--- src/hw/rtl/segment_intersection_classifier_defines.svh ---
// ----------------------------------------------------------------------------
// Segment intersection classifier: assertion macros
// Checks are compiled out when SYNTHESIS is defined.
// ----------------------------------------------------------------------------
`ifndef SEGMENT_INTERSECTION_CLASSIFIER_DEFINES_SVH
`define SEGMENT_INTERSECTION_CLASSIFIER_DEFINES_SVH
`ifndef SYNTHESIS
`define SIC_ASSERT(lbl, prop) \
  lbl: assert property (@(posedge clk_i) disable iff (!rst_ni) (prop)) \
    else $error("sic: assertion failed");
`define SIC_ASSERT_ALWAYS(lbl, prop) \
  lbl: assert property (@(posedge clk_i) (prop)) \
    else $error("sic: assertion failed");
`else
`define SIC_ASSERT(lbl, prop)
`define SIC_ASSERT_ALWAYS(lbl, prop)
`endif
`endif

--- src/hw/rtl/sic_pkg.sv ---
// ----------------------------------------------------------------------------
// sic_pkg
// Shared widths, codes and types of the segment intersection classifier.
// ----------------------------------------------------------------------------
package sic_pkg;

  localparam int unsigned COORD_W       = 32;
  localparam int unsigned FRAC_BITS_DEF = 16;
  localparam int unsigned DIFF_W        = COORD_W + 1;
  localparam int unsigned PROD_W        = 2 * DIFF_W;
  localparam int unsigned DET_W         = PROD_W + 1;
  localparam int unsigned MAG_W         = 65;
  localparam int unsigned MD_W          = COORD_W;
  localparam int unsigned MLO_W         = 33;
  localparam int unsigned MHI_W         = MAG_W - MLO_W;
  localparam int unsigned LIMIT_W       = 63;
  localparam int unsigned QUOT_W        = 33;
  localparam int unsigned DIVR_W        = MAG_W + 1;
  localparam int unsigned DIVD_W        = 99;
  localparam int unsigned KIND_W        = 3;
  localparam int unsigned QUEUE_DEPTH_DEF = 4;

  localparam logic [COORD_W-1:0] SAT_MAX = 32'h7fff_ffff;
  localparam logic [COORD_W-1:0] SAT_MIN = 32'h8000_0000;

  typedef enum logic [KIND_W-1:0] {
    KIND_INSIDE   = 3'd0,
    KIND_OUT_A    = 3'd1,
    KIND_OUT_B    = 3'd2,
    KIND_OUT_BOTH = 3'd3,
    KIND_PARALLEL = 3'd4,
    KIND_COINCIDE = 3'd5
  } kind_e;

  typedef struct packed {
    logic signed [COORD_W-1:0] seg1_start_x;
    logic signed [COORD_W-1:0] seg1_start_y;
    logic signed [COORD_W-1:0] seg1_end_x;
    logic signed [COORD_W-1:0] seg1_end_y;
    logic signed [COORD_W-1:0] seg2_start_x;
    logic signed [COORD_W-1:0] seg2_start_y;
    logic signed [COORD_W-1:0] seg2_end_x;
    logic signed [COORD_W-1:0] seg2_end_y;
  } seg_t;

  // one classified request waiting for division
  typedef struct packed {
    kind_e                     kind;
    logic [DIVD_W-1:0]         num_a;
    logic [DIVD_W-1:0]         num_b;
    logic [DIVD_W-1:0]         num_x;
    logic [DIVD_W-1:0]         num_y;
    logic [DIVR_W-1:0]         den2;
    logic                      sgn_a;
    logic                      sgn_b;
    logic                      sgn_x;
    logic                      sgn_y;
    logic signed [COORD_W-1:0] base_x;
    logic signed [COORD_W-1:0] base_y;
  } entry_t;

  typedef struct packed {
    logic full;
    logic empty;
  } qstat_t;

endpackage

--- src/hw/rtl/sic_queue.sv ---
// ----------------------------------------------------------------------------
// sic_queue
// Short FIFO of classified requests between front and back.
// ----------------------------------------------------------------------------
`include "segment_intersection_classifier_defines.svh"

module sic_queue import sic_pkg::*; #(
  parameter int unsigned DEPTH = QUEUE_DEPTH_DEF
) (
  input  logic   clk_i,
  input  logic   rst_ni,
  input  logic   wr_en_i,
  input  entry_t wr_data_i,
  input  logic   rd_en_i,
  output entry_t rd_data_o,
  output qstat_t stat_o
);

  localparam int unsigned PTR_W = (DEPTH > 1) ? $clog2(DEPTH) : 1;
  localparam int unsigned CNT_W = $clog2(DEPTH + 1);

  entry_t             mem_q [DEPTH];
  logic [PTR_W-1:0]   wr_ptr_q, rd_ptr_q;
  logic [CNT_W-1:0]   cnt_q, cnt_d;

  always_ff @(posedge clk_i) begin
    if (wr_en_i) begin
      mem_q[wr_ptr_q] <= wr_data_i;
    end
  end

  always_comb begin
    cnt_d = cnt_q;
    if (wr_en_i && !rd_en_i) begin
      cnt_d = cnt_q + 1'b1;
    end else if (!wr_en_i && rd_en_i) begin
      cnt_d = cnt_q - 1'b1;
    end
  end

  always_ff @(posedge clk_i or negedge rst_ni) begin
    if (!rst_ni) begin
      wr_ptr_q <= '0;
      rd_ptr_q <= '0;
      cnt_q    <= '0;
    end else begin
      cnt_q <= cnt_d;
      if (wr_en_i) begin
        wr_ptr_q <= (wr_ptr_q == PTR_W'(DEPTH - 1)) ? '0 : wr_ptr_q + 1'b1;
      end
      if (rd_en_i) begin
        rd_ptr_q <= (rd_ptr_q == PTR_W'(DEPTH - 1)) ? '0 : rd_ptr_q + 1'b1;
      end
    end
  end

  assign rd_data_o    = mem_q[rd_ptr_q];
  assign stat_o.full  = cnt_q == CNT_W'(DEPTH);
  assign stat_o.empty = cnt_q == '0;

  `SIC_ASSERT(a_no_overflow, wr_en_i |-> !stat_o.full)
  `SIC_ASSERT(a_no_underflow, rd_en_i |-> !stat_o.empty)
  `SIC_ASSERT(a_count_range, cnt_q <= CNT_W'(DEPTH))

endmodule

--- config.mk ---
export PLATFORM = sky130hd
export DESIGN_NAME = sic_queue
export DESIGN_NICKNAME = d
export VERILOG_FILES = /design/src/hw/rtl/sic_pkg.sv /design/src/hw/rtl/sic_queue.sv
export VERILOG_INCLUDE_DIRS = /design/src /design/src/hw/rtl
export SDC_FILE = /design/constraint.sdc
export NUM_CORES = 1
export LEC_CHECK = 0
export ABC_AREA = 0
export BUFFER_PORTS_ARGS = -buffer_cell sky130_fd_sc_hd__buf_2
export CORE_AREA = 2 2 412 414
export CTS_BUF_LIST = sky130_fd_sc_hd__clkbuf_4 sky130_fd_sc_hd__clkbuf_8
export DETAILED_ROUTE_END_ITERATION = 6
export DIE_AREA = 0 0 414 416
export MAX_ROUTING_LAYER = met4
export PLACE_DENSITY_LB_ADDON = 0.25
export SETUP_SLACK_MARGIN = 0.3
export SYNTH_ARGS = -nofsm -noshare
export SYNTH_HDL_FRONTEND = slang
export SYNTH_SLANG_ARGS = --single-unit
--- constraint.sdc ---
create_clock -name clk_i -period 14.6 [get_ports clk_i]
set_clock_uncertainty 0.15 [all_clocks]
set_input_delay 1.46 -clock clk_i [delete_from_list [all_inputs] [get_ports clk_i]]
set_output_delay 1.46 -clock clk_i [all_outputs]
set_load 0.03 [all_outputs]
**Word-level counts from Yosys, hierarchy flattened**

Memory sizes are Yosys's and may differ from the RTL's.
Cells that the tools add are included.

- Register bits after elaboration: 7
- Bits in writable memories: 2,132
- Bits of input ports: 537
- Output and inout port bits: 535
- Logic and storage cells: 23
- Memories kept: 1

- Add/subtract/negate cells: 4
- Eq/ne operators: 3
- Multiplexer cells: 6
- Reduce and logical (&&, ||, !) cells: 6

Memory list:

| name | depth | bits a word | rd ports | clocked after Yosys merged registers in | wr ports | line | text |
|---|---|---|---|---|---|---|---|
| mem_q | 4 | 533 | 1 | 0 | 1 | sic_queue.sv:22 | `entry_t mem_q [DEPTH];` |

Operator list:

| cell | number |
|---|---|
| $mux 3 | 2 |
| $add 2x1->2 const B | 2 |
| $eq 2x2->1 const B | 2 |
| $mux 2 | 2 |
| $add 3x1->3 const B | 1 |
| $eq 3x3->1 const B | 1 |
| $logic_not 3->1 | 1 |
| $sub 3x1->3 const B | 1 |
| $logic_and 1x1->1 | 2 |
| $logic_not 1->1 | 2 |
| $mux 1 | 2 |
| $reduce_bool 2->1 | 1 |

**Depth between registers and ports, before layout**

Gate-level depths: netlist (run 1).

- Depth in word-level cells: 4
- Depth in mapped cells: 7
- Depth with buffers taken out: 7

**Worst setup path after synthesis (run 1)**

Ideal clock, no wire load.

- Kind: input-to-reg
- Start point: in wr_en_i
- End point: mem mem_q[0][0] (netlist name) (enable)
- Setup time: 965 ps
- Arrival: 13,419 ps
- Data required time: 13,485 ps
- Path slack: 65 ps
- Cell stages on the path: 1
- Path buffers: 0
- Path through: and2_1

- Word-level cells in the longest chain between the ends: 2

RTL lines:

| what | line | text |
|---|---|---|
| start, declared | sic_queue.sv:12 | `input logic wr_en_i,` |
| $mux 1 | sic_queue.sv:27 | `if (wr_en_i) begin` |
| $mux 1 (implied by the code) | sic_queue.sv:28 | `mem_q[wr_ptr_q] <= wr_data_i;` |
| end, declared | sic_queue.sv:22 |  |

No other way between the ends.

==> results of run 1 <==
==> flip-flops by register name (all words and copies together), names as in the netlist <==
signal	flops
cnt_q	3
mem_q	2132
wr_ptr_q	2
rd_ptr_q	2
==> worst register-to-register path, stage by stage, from the launching register on <==
cell and delay, ns:
dfrtp_1 0.41, inv_1 0.12, ha_1 0.18, and2_4 0.59, buf_4 0.85, buf_4 0.81, buf_12 0.69
==> cell usage in the layout (no fill, tap or decap), types with 5 or more instances in the layout <==
cell        Yosys  final
edfxtp_1     2132   2132
buf_2          52   1071
mux4_2        533    533
clkbuf_8        0    363
clkbuf_4        0    119
diode_2         0     91
clkinv_1        0     81
buf_4          20     25
clkinv_2        0     22
buf_12          0     14
bufinv_16       0      7
ha_1            6      6
clkinvlp_4      0      6
dfrtp_1         7      5
==> per-layer routing <==
metal  GRT usage (%)  up-vias
li1                -    15200
met1            24.5    18900
met2            33.2     1417
met3            7.61      466
met4            9.18        0
met5               -        -
==> cell type report <==
| class | instances | area share, % |
|---|---|---|
| flip-flops and latches | 2139 | 69.9 |
| multi-input cells | 559 | 13.3 |
| clock buffers | 482 | 6.41 |
| repair buffers | 1110 | 6.35 |
| well taps | 2218 | 3.02 |
| clock inverters | 117 | 0.738 |
| diodes | 91 | 0.248 |
| inverters | 4 | 0.0163 |
==> worst min path at each step <==
stage             start  endpoint  depth (start not counted)
3_3_place_gp   cnt_q[2]  cnt_q[2]                          1
4_1_cts          rst_ni  cnt_q[0]                          1
2_1_floorplan  cnt_q[2]  cnt_q[2]                          1
3_5_place_dp   cnt_q[2]  cnt_q[2]                          1
6_report         rst_ni  cnt_q[0]                          1
5_1_grt          rst_ni  cnt_q[0]                          1
==> through the flow <==
stage                     cell area, sq um  utilization (%)
final                                91900             54.6
after global routing                 91800             54.6
after CTS                            91600             54.5
after detailed placement             85100             50.6
after global placement               85100             50.6
after floorplan                      77200                -
==> cells by family (layout without fill, tap and decap cells) <==
| family | Yosys count | count (layout) | synth area share [%] |
|---|---|---|---|
| other cells | 0 | 91 | 0 |
| compound gates | 2 | 2 | 0.0130 |
| fa+ha+maj | 7 | 7 | 0.123 |
| simple gates | 11 | 11 | 0.0730 |
| mux | 536 | 536 | 15.6 |
| buf+inv | 123 | 1713 | 0.955 |
| xor+xnor | 3 | 3 | 0.0341 |
| flops | 2139 | 2139 | 83.2 |
==> power by group <==
group / internal (uW) / switching, uW / leakage [uW] / total [uW]
combinational: 2250 / 4510 / 0.00793 / 6750
clock: 2710 / 2220 / 0.00348 / 4930
sequential: 7870 / 250 / 0.0197 / 8120
==> results.json, run 1 <==
{
  "status": "finished, final reports clean",
  "path_class": "register to output port",
  "avgSynthCellArea_sq_um": 27.4,
  "ys.warnings.count": 0,
  "critPathBufInv": 4,
  "synth_fp_nets": 3365,
  "drtIter0Drc": 2582,
  "cts_setup_buffers": 0,
  "dp_hpwl_um": 112000,
  "grt_pass1_wl_um": 257000,
  "fillers": 12800,
  "grt_usage_pct": 21.1,
  "dr_total_vias": 36000,
  "cp_max_fo": 95,
  "dr.pass1.iters": 5,
  "cts-root-buf": "clkbuf_8",
  "worst_slack_ns": 7.68,
  "clock_latency_ns": 1.01,
  "cts.htree.levels": 5,
  "die_w_um": 414,
  "route.met3.wl_um": 16100,
  "finalNonFillerCells": 6720,
  "seq_area_sq_mm": 0.0642,
  "r2r_slack_ns": 10.11,
  "clockBufferDepth": 4,
  "final_max_slew_viol_count": 0,
  "numCtsBuffers": 355,
  "hp-class": "input port to asynchronous set/reset pin",
  "synth_top_area_share_pct": 83.0,
  "finalNetCount": 4713,
  "path_common_cell": "buf_4",
  "setup_tns_ns": 0,
  "path_depth": 5,
  "cts_resized": 0,
  "hold_violations": 0,
  "worstReg2RegEnd": "mem_q[2][139]",
  "path_cells": "buf_12, buf_4, buf_4, mux4_2, buf_2",
  "power.leakage_uw": 0.0311,
  "ant_nets": 0,
  "wl_met2_um": 88800,
  "placed_cells": 6030,
  "gp_congestion": 0.804,
  "cp.arrival_ns": 5.31,
  "fin_crit_ns": 6.92,
  "setup.worst_path.end_class": "output port",
  "multi_input_area_sq_mm": 0.0122,
  "startpoint": "rd_ptr_q[0]",
  "critPathMaxStageDelay_ns": 1.00,
  "synth_top_area_cell": "edfxtp_1",
  "clk_pin_slew_ns": 0.06,
  "rr_startpoint": "wr_ptr_q[0]",
  "synth_edf_count": 2132,
  "core_area_sq_mm": 0.168,
  "syn_inst": 2821,
  "fp.dieH_um": 416,
  "grt_pass1_vias": 37400,
  "relSlewSlack_pct": 28.7,
  "rsz0062_at_grt": "no",
  "cts_hold_buf": 0,
  "synthesis.area_sq_mm": 0.0772,
  "ys_seq_area_share_pct": 83.2,
  "required_ns": 12.99,
  "netlist_top_cells_count": "2132 x edfxtp_1, 533 x mux4_2, 52 x buf_2",
  "wl_per_cell_um": 26.5,
  "slowest_stage": "dfrtp_4",
  "total_power_uw": 19800,
  "antenna_found_initial": 122,
  "wl_um": 178000,
  "cts_tree": "done",
  "clock_sinks": 2139,
  "die_area_sq_mm": 0.172,
  "grt_start_max_net_pins": 145,
  "wl_met1_um": 65600,
  "syn_to_final_growth_pct": 19.0,
  "holdWs_ns": 0.121,
  "final_layout_size_suffix_gt1_share_pct": 49.2,
  "synth.most_common_cell": "edfxtp_1",
  "peakVddDrop_mv": 0.174,
  "cp_top_family": "buffers and inverters",
  "yosysUniqueCellTypes": 20,
  "route.detailed.drc": 0,
  "crit_end": "rd_data_o[74]",
  "place_ws_ns": 8.55,
  "synth.area.top_cells": "edfxtp_1 83%, mux4_2 16%, buf_2 0.34%",
  "io_pins": 1072,
  "max_freq_mhz": 144,
  "worst_slew_pin_slew_ns": 1.07,
  "synth-async-reset-ratio_pct": 0.327,
  "ys.flop_type": "edfxtp_1",
  "rr_worst_depth": 6,
  "powerDensity_mw_per_mm2": 216,
  "period_share_pct": 47.4,
  "initial_core_util_pct": 45.9,
  "port_buffers": 1071,
  "setup_viol": 0,
  "cap_violations": 0,
  "rows": 151,
  "vias_per_cell": 5.36,
  "startpoint_type": "register",
  "ys_seq_elements": 2139,
  "top_layer": "met4",
  "gr-total-overflow": 0
}
Note: power is estimated with default switching activity, not from simulation.
==> run 2: changes to the inputs <==
--- a/config.mk
+++ b/config.mk
@@ -6,12 +6,12 @@
 export SDC_FILE = /design/constraint.sdc
 export NUM_CORES = 1
 export LEC_CHECK = 0
-export ABC_AREA = 0
+export ABC_AREA = 1
 export BUFFER_PORTS_ARGS = -buffer_cell sky130_fd_sc_hd__buf_2
-export CORE_AREA = 2 2 412 414
+export CORE_MARGIN = 2
+export CORE_UTILIZATION = 49
 export CTS_BUF_LIST = sky130_fd_sc_hd__clkbuf_4 sky130_fd_sc_hd__clkbuf_8
 export DETAILED_ROUTE_END_ITERATION = 6
-export DIE_AREA = 0 0 414 416
 export MAX_ROUTING_LAYER = met4
 export PLACE_DENSITY_LB_ADDON = 0.25
 export SETUP_SLACK_MARGIN = 0.3
==> constraint.sdc (replaced) <==
create_clock -name clk_i -period 6 [get_ports clk_i]
set_clock_uncertainty 0.15 [all_clocks]
set_input_delay 0.6 -clock clk_i [delete_from_list [all_inputs] [get_ports clk_i]]
set_output_delay 0.6 -clock clk_i [all_outputs]
set_load 0.03 [all_outputs]
==> results.json, run 2 <==
{
  "status": "finished, final reports clean",
  "gp_congestion": 0.870,
  "gr-total-overflow": 0,
  "setup_tns_ns": 0,
  "setup_viol": 0,
  "core_area_sq_mm": 0.171,
  "synthesis.area_sq_mm": 0.0841,
  "io_pins": 1072,
  "largest-register": "mem_q",
  "wl_um": 208000,
  "final_max_slew_viol_count": 0,
  "clockBufferDepth": 4,
  "route.detailed.drc": 0,
  "startpoint": "rd_ptr_q[1]",
  "clock_latency_ns": 1.05,
  "total_power_uw": 50700,
  "cap_violations": 0,
  "layout_common_cells": "2132 x edfxtp_1, 1611 x nand2_1, 1072 x inv_1",
  "ys.flop_type": "edfxtp_1",
  "fillers": 13100,
  "hp-class": "input port to register",
  "required_ns": 5.25,
  "final_layout_size_suffix_gt1_share_pct": 20.2,
  "clock_sinks": 2139,
  "path_class": "register to output port",
  "synth-async-reset-ratio_pct": 0.327,
  "cts-root-buf": "clkbuf_8",
  "max_freq_mhz": 217,
  "synth_top_area_share_pct": 76.1,
  "avgSynthCellArea_sq_um": 13.4,
  "vias_per_cell": 5.09,
  "relSlewSlack_pct": 24.9,
  "yosysUniqueCellTypes": 19,
  "rr_startpoint": "wr_ptr_q[0]",
  "die_w_um": 418,
  "netlist_top_cells_count": "2132 x edfxtp_1, 1614 x nand2_1, 1078 x inv_1",
  "ys.warnings.count": 0,
  "cts_tree": "done",
  "syn_to_final_growth_pct": 23.3,
  "dr_total_vias": 53400,
  "startpoint_type": "register",
  "final_util_pct": 60.6,
  "layout.cells.most_common": "edfxtp_1",
  "rows": 152,
  "wl_per_cell_um": 19.8,
  "ys_seq_area_share_pct": 76.3,
  "finalNetCount": 8506,
  "hold_violations": 0,
  "dr.pass1.iters": 5,
  "cp.arrival_ns": 3.86,
  "fin_crit_ns": 4.61,
  "die_area_sq_mm": 0.175,
  "synth.most_common_cell": "edfxtp_1",
  "grt_start_max_net_pins": 182,
  "setup.worst_path.end_class": "output port",
  "ys_seq_elements": 2139,
  "place_ws_ns": 2.43,
  "worst_slew_pin_slew_ns": 1.12,
  "placed_cells": 9280,
  "power.leakage_uw": 0.0418,
  "clk_pin_slew_ns": 0.06,
  "largest_reg_flops": 2132,
  "grt_usage_pct": 23.9,
  "fp.dieH_um": 418,
  "peakVddDrop_mv": 0.386,
  "cts.htree.levels": 5,
  "synth_top_area_cell": "edfxtp_1",
  "cp_max_fo": 122,
  "numCtsBuffers": 357,
  "cts_setup_buffers": 0,
  "worst_slack_ns": 1.39,
  "dp_hpwl_um": 124000,
  "initial_core_util_pct": 49.1,
  "synth.area.top_cells": "edfxtp_1 76%, o211ai_1 9.5%, nand2_1 7.2%",
  "rsz0062_at_grt": "no",
  "finalNonFillerCells": 10500,
  "synth_edf_count": 2132,
  "ant_nets": 0,
  "powerDensity_mw_per_mm2": 489,
  "period_share_pct": 76.8,
  "antenna_found_initial": 57,
  "drtIter0Drc": 3670,
  "top_regs": "mem_q: 2132 flops, cnt_q: 3 flops",
  "hp-start": "wr_data_i[341]",
  "grt_pass1_vias": 51600,
  "syn_inst": 6270,
  "grt_pass1_wl_um": 307000,
  "synth_fp_nets": 6814,
  "port_buffers": 1071
}
[run 2: cell count changes after synthesis, sizes merged, moves of 3 or more]
cell / before / now
mux2: 3 / 0
o211ai: 0 / 1066
nand2: 2 / 1614
clkbuf: 11 / 102
buf: 108 / 252
mux4: 533 / 0
inv: 4 / 1079
and2: 4 / 0
[run 2: metal layers]
metal	up-vias	global-route usage (%)	wire length (um)
met4	0	14.1	12900
li1	25600	-	-
met1	25600	27.4	79600
met5	-	-	0
met2	1766	37.9	101000
met3	542	6.23	14400
[run 2: cells by family (layout without fill, tap and decap cells)]
group | Yosys count | count (layout) | synth area share, %
flip-flops | 2139 | 2139 | 76.3
adder cells (fa/ha/maj) | 7 | 7 | 0.113
buffers and inverters | 1433 | 3370 | 6.78
XOR/XNOR | 1 | 1 | 0.0104
AND/OR/NAND/NOR | 1620 | 1620 | 7.24
AO/OA/AOI/OAI | 1070 | 1070 | 9.54
other | 0 | 56 | 0
[run 2: what timing repair did]
action                                  CTS  global route
endpoints found under the hold margin  2146             0
hold buffers                            556             0
gates resized for setup                   0             0
[run 2: final cells by class]
class	count	area (sq um)	area share [%]
flip-flops and latches	2139	64200	61.9
multi-input cells	2698	14200	13.7
repair buffers	1687	11800	11.4
clock buffers	477	5840	5.63
inverters	1079	4080	3.93
well taps	2233	2790	2.69
clock inverters	127	613	0.591
diodes	56	140	0.135
[run 2: power by group]
part / internal (uW) / switching (uW)
clock network: 6350 / 5510
registers: 19100 / 500
logic: 4730 / 14400
[run 2: final timing paths]
kind,endpoint,slack [ns],depth (start not counted)
min reg2reg,cnt_q[2],0.35,2
max reg2reg,mem_q[0][335],2.99,5
min in group asynchronous,rd_ptr_q[1],0.45,3
min,mem_q[0][341],0.15,2
max,rd_data_o[497],1.39,5
max in group asynchronous,cnt_q[0],4.95,3
[run 2: stage by stage]
stage | hold WS, ns | instance area (sq um)
global route | 0.0598 | 104000
detailed placement | 0.301 | 91500
CTS | 0.000788 | 104000
global placement | 0.297 | 91500
finish | 0.151 | 104000
floorplan | 0.154 | 84100
[run 2: critical path, stage by stage, from the launching register on]
cell and delay, ns:
dfrtp_4 0.64, buf_4 0.83, buf_12 0.51, o211ai_1 0.17, nand2_1 0.19, buf_2 0.24
